==> src/rtl/stepper_phase_sequencer_top_assert.svh <==
// Assertion macros for the stepper phase sequencer.
// Used by the sequencer core; no other dependencies.
`ifndef STEPPER_PHASE_SEQUENCER_TOP_ASSERT_SVH
`define STEPPER_PHASE_SEQUENCER_TOP_ASSERT_SVH

// Same-cycle implication, disabled during reset
`define SPS_ASSERT_IMPLIES(label, clk, rst, ante, cons, msg) \
   label: assert property (@(posedge clk) disable iff (rst) (ante) |-> (cons)) \
      else $error(msg);

// Next-cycle implication, disabled during reset
`define SPS_ASSERT_NEXT(label, clk, rst, ante, cons, msg) \
   label: assert property (@(posedge clk) disable iff (rst) (ante) |=> (cons)) \
      else $error(msg);

`endif

==> src/rtl/sps_pkg.sv <==
// Shared types, constants and the coil phase table for the stepper phase sequencer.
// No dependencies.
`timescale 1ns / 1ps

package sps_pkg;

   localparam int STEP_COUNT_WIDTH = 16;
   localparam int INTERVAL_WIDTH   = 24;
   localparam int STEP_TOTAL_WIDTH = 32;
   localparam int PHASE_WIDTH      = 3;
   localparam int COIL_WIDTH       = 4;
   localparam int CSR_INDEX_WIDTH  = 1;

   localparam logic [INTERVAL_WIDTH-1:0] INTERVAL_RESET = INTERVAL_WIDTH'(1000);

   typedef enum logic [1:0] {
      OP_TICK        = 2'd0,
      OP_LOAD_MOVE   = 2'd1,
      OP_SET_DIR     = 2'd2,
      OP_CLEAR_COUNT = 2'd3
   } op_type;

   typedef enum logic [CSR_INDEX_WIDTH-1:0] {
      CSR_STEP_INTERVAL = 1'd0,
      CSR_HALF_STEP     = 1'd1
   } csr_index_type;

   typedef struct packed {
      op_type                      operation;
      logic                        zero_switch_pressed;
      logic                        end_switch_pressed;
      logic [STEP_COUNT_WIDTH-1:0] move_steps;
      logic                        move_left;
   } req_type;

   typedef struct packed {
      logic [COIL_WIDTH-1:0]       coil_pattern;
      logic                        at_zero;
      logic                        at_end;
      logic [STEP_COUNT_WIDTH-1:0] steps_left;
      logic [STEP_TOTAL_WIDTH-1:0] step_total;
   } rsp_type;

   typedef struct packed {
      logic [INTERVAL_WIDTH-1:0] step_interval_ticks;
      logic                      half_step_mode;
   } cfg_type;

   // Half-step coil table, phases zero through seven
   function automatic logic [COIL_WIDTH-1:0] coil_for_phase(input logic [PHASE_WIDTH-1:0] phase);
      logic [COIL_WIDTH-1:0] coils;
      case (phase)
         3'd0:    coils = 4'd4;
         3'd1:    coils = 4'd6;
         3'd2:    coils = 4'd2;
         3'd3:    coils = 4'd10;
         3'd4:    coils = 4'd8;
         3'd5:    coils = 4'd9;
         3'd6:    coils = 4'd1;
         default: coils = 4'd5;
      endcase
      return coils;
   endfunction

endpackage

==> src/rtl/sps_core.sv <==
// Sequencer state and single-pass update for one request per cycle while advance is high.
// Depends on sps_pkg and stepper_phase_sequencer_top_assert.svh.
`timescale 1ns / 1ps

`include "stepper_phase_sequencer_top_assert.svh"

module sps_core (
   input  logic            clock,
   input  logic            reset,
   input  logic            advance,
   input  sps_pkg::req_type req,
   input  sps_pkg::cfg_type cfg,
   output sps_pkg::rsp_type result
);

   logic [sps_pkg::PHASE_WIDTH-1:0]      phase_ff, phase_in;
   logic [sps_pkg::STEP_COUNT_WIDTH-1:0] remaining_ff, remaining_in;
   logic [sps_pkg::STEP_TOTAL_WIDTH-1:0] step_count_ff, step_count_in;
   logic                                 dir_left_ff, dir_left_in;
   logic [sps_pkg::INTERVAL_WIDTH-1:0]   elapsed_ff, elapsed_in;
   logic                                 zero_armed_ff, zero_armed_in;
   logic                                 end_armed_ff, end_armed_in;
   logic                                 zero_seen_ff, zero_seen_in;
   logic                                 end_seen_ff, end_seen_in;
   logic [sps_pkg::COIL_WIDTH-1:0]       coil_ff, coil_in;

   logic                                 cancel_zero;
   logic                                 cancel_end;
   logic [sps_pkg::STEP_COUNT_WIDTH-1:0] remaining_tick;
   logic [sps_pkg::INTERVAL_WIDTH-1:0]   elapsed_inc;
   logic [1:0]                           amount;
   logic [sps_pkg::PHASE_WIDTH-1:0]      phase_step;
   logic                                 step_due;

   // Tick datapath: switches first, then the interval counter, then a possible step
   always_comb begin
      cancel_zero    = req.zero_switch_pressed && zero_armed_ff && dir_left_ff;
      cancel_end     = req.end_switch_pressed && end_armed_ff && !dir_left_ff;
      remaining_tick = (cancel_zero || cancel_end) ? '0 : remaining_ff;
      elapsed_inc    = (elapsed_ff == '1) ? elapsed_ff : elapsed_ff + 1'b1;
      amount         = cfg.half_step_mode ? 2'd1 : 2'd2;
      phase_step     = dir_left_ff ? phase_ff - sps_pkg::PHASE_WIDTH'(amount)
                                   : phase_ff + sps_pkg::PHASE_WIDTH'(amount);
      step_due       = (remaining_tick != '0) && (elapsed_inc >= cfg.step_interval_ticks);
   end

   always_comb begin
      phase_in      = phase_ff;
      remaining_in  = remaining_ff;
      step_count_in = step_count_ff;
      dir_left_in   = dir_left_ff;
      elapsed_in    = elapsed_ff;
      zero_armed_in = zero_armed_ff;
      end_armed_in  = end_armed_ff;
      zero_seen_in  = zero_seen_ff;
      end_seen_in   = end_seen_ff;
      coil_in       = coil_ff;
      unique case (req.operation)
         sps_pkg::OP_TICK: begin
            zero_seen_in  = req.zero_switch_pressed;
            end_seen_in   = req.end_switch_pressed;
            zero_armed_in = !req.zero_switch_pressed || (zero_armed_ff && !cancel_zero);
            end_armed_in  = !req.end_switch_pressed || (end_armed_ff && !cancel_end);
            remaining_in  = remaining_tick;
            elapsed_in    = elapsed_inc;
            if (step_due) begin
               phase_in      = phase_step;
               step_count_in = step_count_ff + sps_pkg::STEP_TOTAL_WIDTH'(amount);
               remaining_in  = (remaining_tick > sps_pkg::STEP_COUNT_WIDTH'(amount))
                             ? remaining_tick - sps_pkg::STEP_COUNT_WIDTH'(amount) : '0;
               elapsed_in    = '0;
            end
            // coils follow the phase only while a move is running
            if (remaining_tick != '0) begin
               coil_in = sps_pkg::coil_for_phase(phase_in);
            end else begin
               coil_in = '0;
            end
         end
         sps_pkg::OP_LOAD_MOVE: begin
            remaining_in = req.move_steps;
            dir_left_in  = req.move_left;
         end
         sps_pkg::OP_SET_DIR: begin
            dir_left_in = req.move_left;
         end
         sps_pkg::OP_CLEAR_COUNT: begin
            step_count_in = '0;
         end
      endcase
   end

   always_comb begin
      result.coil_pattern = coil_in;
      result.at_zero      = zero_seen_in;
      result.at_end       = end_seen_in;
      result.steps_left   = remaining_in;
      result.step_total   = step_count_in;
   end

   always_ff @(posedge clock) begin
      if (reset) begin
         phase_ff      <= '0;
         remaining_ff  <= '0;
         step_count_ff <= '0;
         dir_left_ff   <= 1'b0;
         elapsed_ff    <= '0;
         zero_armed_ff <= 1'b1;
         end_armed_ff  <= 1'b1;
         zero_seen_ff  <= 1'b0;
         end_seen_ff   <= 1'b0;
         coil_ff       <= '0;
      end else if (advance) begin
         phase_ff      <= phase_in;
         remaining_ff  <= remaining_in;
         step_count_ff <= step_count_in;
         dir_left_ff   <= dir_left_in;
         elapsed_ff    <= elapsed_in;
         zero_armed_ff <= zero_armed_in;
         end_armed_ff  <= end_armed_in;
         zero_seen_ff  <= zero_seen_in;
         end_seen_ff   <= end_seen_in;
         coil_ff       <= coil_in;
      end
   end

   `SPS_ASSERT_NEXT(a_tick_count_step, clock, reset, advance && req.operation == sps_pkg::OP_TICK, (step_count_ff - $past(step_count_ff)) <= 32'd2, "step counter moved by more than two on a tick")
   `SPS_ASSERT_NEXT(a_tick_no_refill, clock, reset, advance && req.operation == sps_pkg::OP_TICK, remaining_ff <= $past(remaining_ff), "remaining steps grew on a tick")
   `SPS_ASSERT_IMPLIES(a_zero_disarm, clock, reset, !zero_armed_ff, zero_seen_ff, "zero switch disarmed while released")
   `SPS_ASSERT_IMPLIES(a_end_disarm, clock, reset, !end_armed_ff, end_seen_ff, "end switch disarmed while released")

endmodule

==> src/rtl/stepper_phase_sequencer_top.sv <==
// Stepper phase sequencer top level: request and result registers, control registers.
// Depends on sps_pkg and sps_core.
`timescale 1ns / 1ps

// Takes one request (tick or command) per clock while req_stall is low and returns
// one result per request. Each request is held in an input register until the
// result register is free; there the core updates the motor state and the result
// register captures the new coil pattern, switch flags, remaining steps and step
// total, and rsp_valid rises. The throughput of one request per cycle, while
// rsp_stall does not hold the result, is set by the single-pass state update in the
// core. csr_ready is always high; write the step interval and the half-step mode
// only while no request is in flight.
module stepper_phase_sequencer_top (
   input  logic                                 clock,
   input  logic                                 reset,
   input  logic                                 req_valid,
   output logic                                 req_stall,
   input  sps_pkg::req_type                     req_payload,
   output logic                                 rsp_valid,
   input  logic                                 rsp_stall,
   output sps_pkg::rsp_type                     rsp_payload,
   input  logic                                 csr_valid,
   output logic                                 csr_ready,
   input  logic [sps_pkg::CSR_INDEX_WIDTH-1:0]  csr_index,
   input  logic [sps_pkg::INTERVAL_WIDTH-1:0]   csr_wdata
);

   logic             in_valid_ff, in_valid_in;
   sps_pkg::req_type in_req_ff;
   logic             out_valid_ff, out_valid_in;
   sps_pkg::rsp_type out_rsp_ff;
   sps_pkg::cfg_type cfg_ff;
   sps_pkg::rsp_type core_result;
   logic             advance;

   // Move the held request into the result register when that slot is free
   assign advance   = in_valid_ff && (!out_valid_ff || !rsp_stall);
   assign req_stall = in_valid_ff && !advance;
   assign csr_ready = 1'b1;

   always_comb begin
      in_valid_in = in_valid_ff;
      if (!req_stall) begin
         in_valid_in = req_valid;
      end
      out_valid_in = out_valid_ff;
      if (advance) begin
         out_valid_in = 1'b1;
      end else if (!rsp_stall) begin
         out_valid_in = 1'b0;
      end
   end

   always_ff @(posedge clock) begin
      if (reset) begin
         in_valid_ff  <= 1'b0;
         out_valid_ff <= 1'b0;
      end else begin
         in_valid_ff  <= in_valid_in;
         out_valid_ff <= out_valid_in;
      end
   end

   always_ff @(posedge clock) begin
      if (req_valid && !req_stall) begin
         in_req_ff <= req_payload;
      end
      if (advance) begin
         out_rsp_ff <= core_result;
      end
   end

   always_ff @(posedge clock) begin
      if (reset) begin
         cfg_ff.step_interval_ticks <= sps_pkg::INTERVAL_RESET;
         cfg_ff.half_step_mode      <= 1'b1;
      end else if (csr_valid && csr_ready) begin
         unique case (sps_pkg::csr_index_type'(csr_index))
            sps_pkg::CSR_STEP_INTERVAL: cfg_ff.step_interval_ticks <= csr_wdata;
            sps_pkg::CSR_HALF_STEP:     cfg_ff.half_step_mode      <= csr_wdata[0];
         endcase
      end
   end

   sps_core u_core (
      .clock   (clock),
      .reset   (reset),
      .advance (advance),
      .req     (in_req_ff),
      .cfg     (cfg_ff),
      .result  (core_result)
   );

   assign rsp_valid   = out_valid_ff;
   assign rsp_payload = out_rsp_ff;

endmodule
==> config.mk <==
export PLATFORM = sky130hd
export DESIGN_NAME = stepper_phase_sequencer_top
export DESIGN_NICKNAME = d
export VERILOG_FILES = /design/src/rtl/sps_pkg.sv /design/src/rtl/sps_core.sv /design/src/rtl/stepper_phase_sequencer_top.sv
export VERILOG_INCLUDE_DIRS = /design/src /design/src/rtl
export SDC_FILE = /design/constraint.sdc
export NUM_CORES = 1
export LEC_CHECK = 0
export ABC_AREA = 1
export ABC_CLOCK_PERIOD_IN_PS = 6480
export BUFFER_PORTS_ARGS = -buffer_cell sky130_fd_sc_hd__buf_2
export CAP_MARGIN = 10
export CORE_AREA = 10 10 194 141
export CTS_CLUSTER_DIAMETER = 30
export DETAILED_ROUTE_END_ITERATION = 8
export DIE_AREA = 0 0 204 151
export RECOVER_POWER = 50
export SLEW_MARGIN = 25
export SYNTH_ARGS = -nofsm -noshare
export SYNTH_HDL_FRONTEND = slang
export SYNTH_HIERARCHICAL = 1
export SYNTH_SLANG_ARGS = --single-unit
==> constraint.sdc <==
create_clock -name clock -period 6.48 [get_ports clock]
set_clock_uncertainty 0.05 [all_clocks]
set_input_delay 0.972 -clock clock [delete_from_list [all_inputs] [get_ports clock]]
set_output_delay 0.972 -clock clock [all_outputs]
set_load 0.05 [all_outputs]
==> flow_summary.ini <==
[sta]
max_slew.worst_pin.slew_ps = 2930
relSlewSlack_pct = -95.1
grt_setup_unrepaired = no
max_freq_ghz = 0.196
tns_ps = 0
layout_setup_ws_ps = 1390
fin_crit_ps = 5090
hold_viol = 0
hold_slack_ps = 406
fin_crit_sh_pct = 78.6
maxSlewViolCount = 163
finalSetupViolCount = 0

[cts]
cts_max_level = 4
post_cts_resized = 0
cts-root-buf = clkbuf_16
postCtsSetupBuffers = 0
numCtsBuffers = 17
clockBufferDepth = 2
cts.clk_slew.worst_paths_ps = 70
postCtsHoldBufs = 0
cts_sinks = 186
insertion_delay_ps = 440
cts_tree = built

[global_route]
grtUsageTotal_pct = 18.4
grt_max_degree = 62
grt_overflow_total = 0
grt_pass1_wl_um = 45400
antenna_found_initial = 0
first_global_vias = 8655

[logic_synthesis]
synthArstFlopShare_pct = 0
synth_top_cell_by_area = edfxtp_1
synth_cell_types = 49
synthTopCellsByCount = nand2_1, inv_1, nand3_1, nor2_1, dfxtp_1
yosysWarnings = 6
synth.cell_area_um2 = 10700
synth_edf_count = 75
synth_top_area_share_pct = 21.1
ys_ff_latch = 186
synthTopCellsByArea = edfxtp_1, dfxtp_1, nand2_1
synth_most_common_cell = nand2_1
synth_flop_cell = dfxtp_1
syn_inst = 1465
syn_avg_cell_area_um2 = 7.30
seq_area_frac_synth_pct = 41.9
syn-num-nets = 1551

[placed_design]
routabilityCongestion = 0.954
pre_cts_ws_ps = 1950
portBuffers = 106
dp_hpwl_um = 20500
dpl_cell_area_um2 = 11400

[die]
io_pins = 108
row_count = 47
die_h_um = 151
die_w_um = 204
start_util_pct = 45.6
core-area_um2 = 23500
die-area_um2 = 30800

[worst_setup_path]
path_buf_inv = 3
reg2regPathDepth = 6
critPathCaptureType = flip-flop
cp.required_ps = 6810
slowest_stage = a21oi_1
path_delay_family = compound AO/OA/AOI/OAI gates
cpPeakStageDelay_ps = 2020
worstPathArrival_ps = 5420
r2r_start = in_valid_ff$_SDFFE_PP0N_
cp-start-kind = input port
crit_top_cell = a21oi_1
cp_max_fo = 29
reg2reg_slack_ps = 1690
criticalPathCategory = input port to flip-flop
r2r-end = u_core/remaining_ff[9]$_SDFFE_PP0P_
crit_chain = clkbuf_1 -> a21oi_1 -> clkinv_1 -> a21oi_1 -> nand2_1 -> inv_1

[hold_path]
hold_path_class = flip-flop to flip-flop
hold_end = u_core/end_seen_ff$_SDFFE_PP0P_
worstHoldStart = u_core/end_seen_ff$_SDFFE_PP0P_
whs_path_depth = 2

[power_and_ir_drop]
p_sw_share_pct = 29.5
power_frac_clock_pct = 36.8
p_switching_uw = 821
p_leak_uw = 0.00545
sequentialPowerShare_pct = 47.7
cellPowerDensity_nw_per_um2 = 235
ir_worst_vdd_v = 0.000196
combPwrFrac_pct = 15.5
internal_power_uw = 1960
power.total_uw = 2780

[route]
wl_um = 28400
drc = 0
drtPass1Iterations = 6
vias = 9521
drt-vias-per-instance = 5.09
drt_iter0_markers = 775
wl_per_cell_um = 15.2
ant_nets = 0

[finish]
antenna-diode-count = 0
syn2layout_area_growth_pct = 10.8
drive_gt1_share_pct = 8.11
fillers = 2375
fin_nets = 1626
design_area_um2 = 11800

[outcome]
violations = max-capacitance violations, max-slew violations
outcome = finished, violations left

[job]
drv_cap = 4
how the worst max path moves through the flow:
stage | start | endpoint | slack, ps | cells past startpoint
floorplan | rsp_stall | u_core/remaining_ff[0]$_SDFFE_PP0P_ | 970 | 5
global placement | u_core/elapsed_ff[0]$_SDFFE_PP0P_ | u_core/step_count_ff[13]$_SDFFE_PP0P_ | 1990 | 21
detailed placement | u_core/elapsed_ff[0]$_SDFFE_PP0P_ | u_core/step_count_ff[13]$_SDFFE_PP0P_ | 1950 | 21
CTS | u_core/elapsed_ff[0]$_SDFFE_PP0P_ | u_core/step_count_ff[13]$_SDFFE_PP0P_ | 1920 | 21
global route | rsp_stall | u_core/remaining_ff[11]$_SDFFE_PP0P_ | 970 | 6
finish | rsp_stall | u_core/remaining_ff[9]$_SDFFE_PP0P_ | 1390 | 6
cell families after synthesis:
| family | synth area share, % |
|---|---|
| AO/OA/AOI/OAI | 10.2 |
| adder cells (fa/ha/maj) | 4.31 |
| XOR/XNOR | 2.29 |
| other | 0.0351 |
| multiplexers | 0.0937 |
| buffers and inverters | 11.0 |
| flip-flops | 41.9 |
| AND/OR/NAND/NOR | 30.2 |
sequential cells by signal, indices dropped and copies added, names as in the netlist, 3 cells and up:
register and cells:
in_req_ff 21, u_core/phase_ff 3, u_core/coil_ff 4, u_core/step_count_ff 32, u_core/elapsed_ff 24, u_core/remaining_ff 16, cfg_ff 25, rsp_payload 54
final cells by class:
type,count,area [um2],area share (%)
multi-input combinational,991,5040,42.5
inverter,232,878,7.42
sequential,186,4470,37.8
clock inverter,11,95.1,0.803
tap,318,398,3.36
clock buffer,21,470,3.97
timing repair buffer,112,489,4.13
stage by stage:
stage | util [%] | std cells
floorplan | - | 1465
global placement | 48.5 | 1839
detailed placement | 48.5 | 1839
CTS | 50.9 | 1871
global route | 50.5 | 1871
finish | 50.5 | 1871
power by group through the flow:
stage	Sequential, uW	Clock, uW	Combinational [uW]
detailed placement	1350	0	436
finish	1330	1020	431
global placement	1350	0	429
CTS	1330	1050	438
global route	1340	1090	483
floorplan	1400	0	270
layer usage:
metal / global-route usage, % / up-vias / routed length, um
met1: 27.6 / 4395 / 15000
met5: 0 / - / 0
met4: 4.17 / 0 / 239
li1: - / 4876 / -
met2: 26.0 / 231 / 11600
met3: 4.16 / 19 / 1520
layout by cell type (no fill, tap or decap), types with 4 or more instances in the layout:
master        n
a21o_1        4
nor3_1       16
xnor2_1       9
o21ai_0      51
buf_2        46
dfxtp_1     111
clkbuf_1     64
nor2_4        5
inv_1       224
nand3b_1      4
clkbuf_16    17
nand3_2      11
nand3_1     147
nand2_1     365
edfxtp_1     75
ha_1         32
a22oi_1      16
o21ai_2       7
nand4_1      18
nand2_2       8
xor2_1       19
o21ai_1      14
nor4_1        6
clkinvlp_4    5
clkinv_1      4
a21oi_1      93
nor2_1      135
worst register-to-register path, cell delays in order (launching register included):
cell,delay (ps)
dfxtp_1,330
inv_1,50
a21oi_1,1980
clkinv_1,1710
a21oi_1,470
nand2_1,100
inv_1,50
Note: power is estimated with default switching activity, not from simulation.
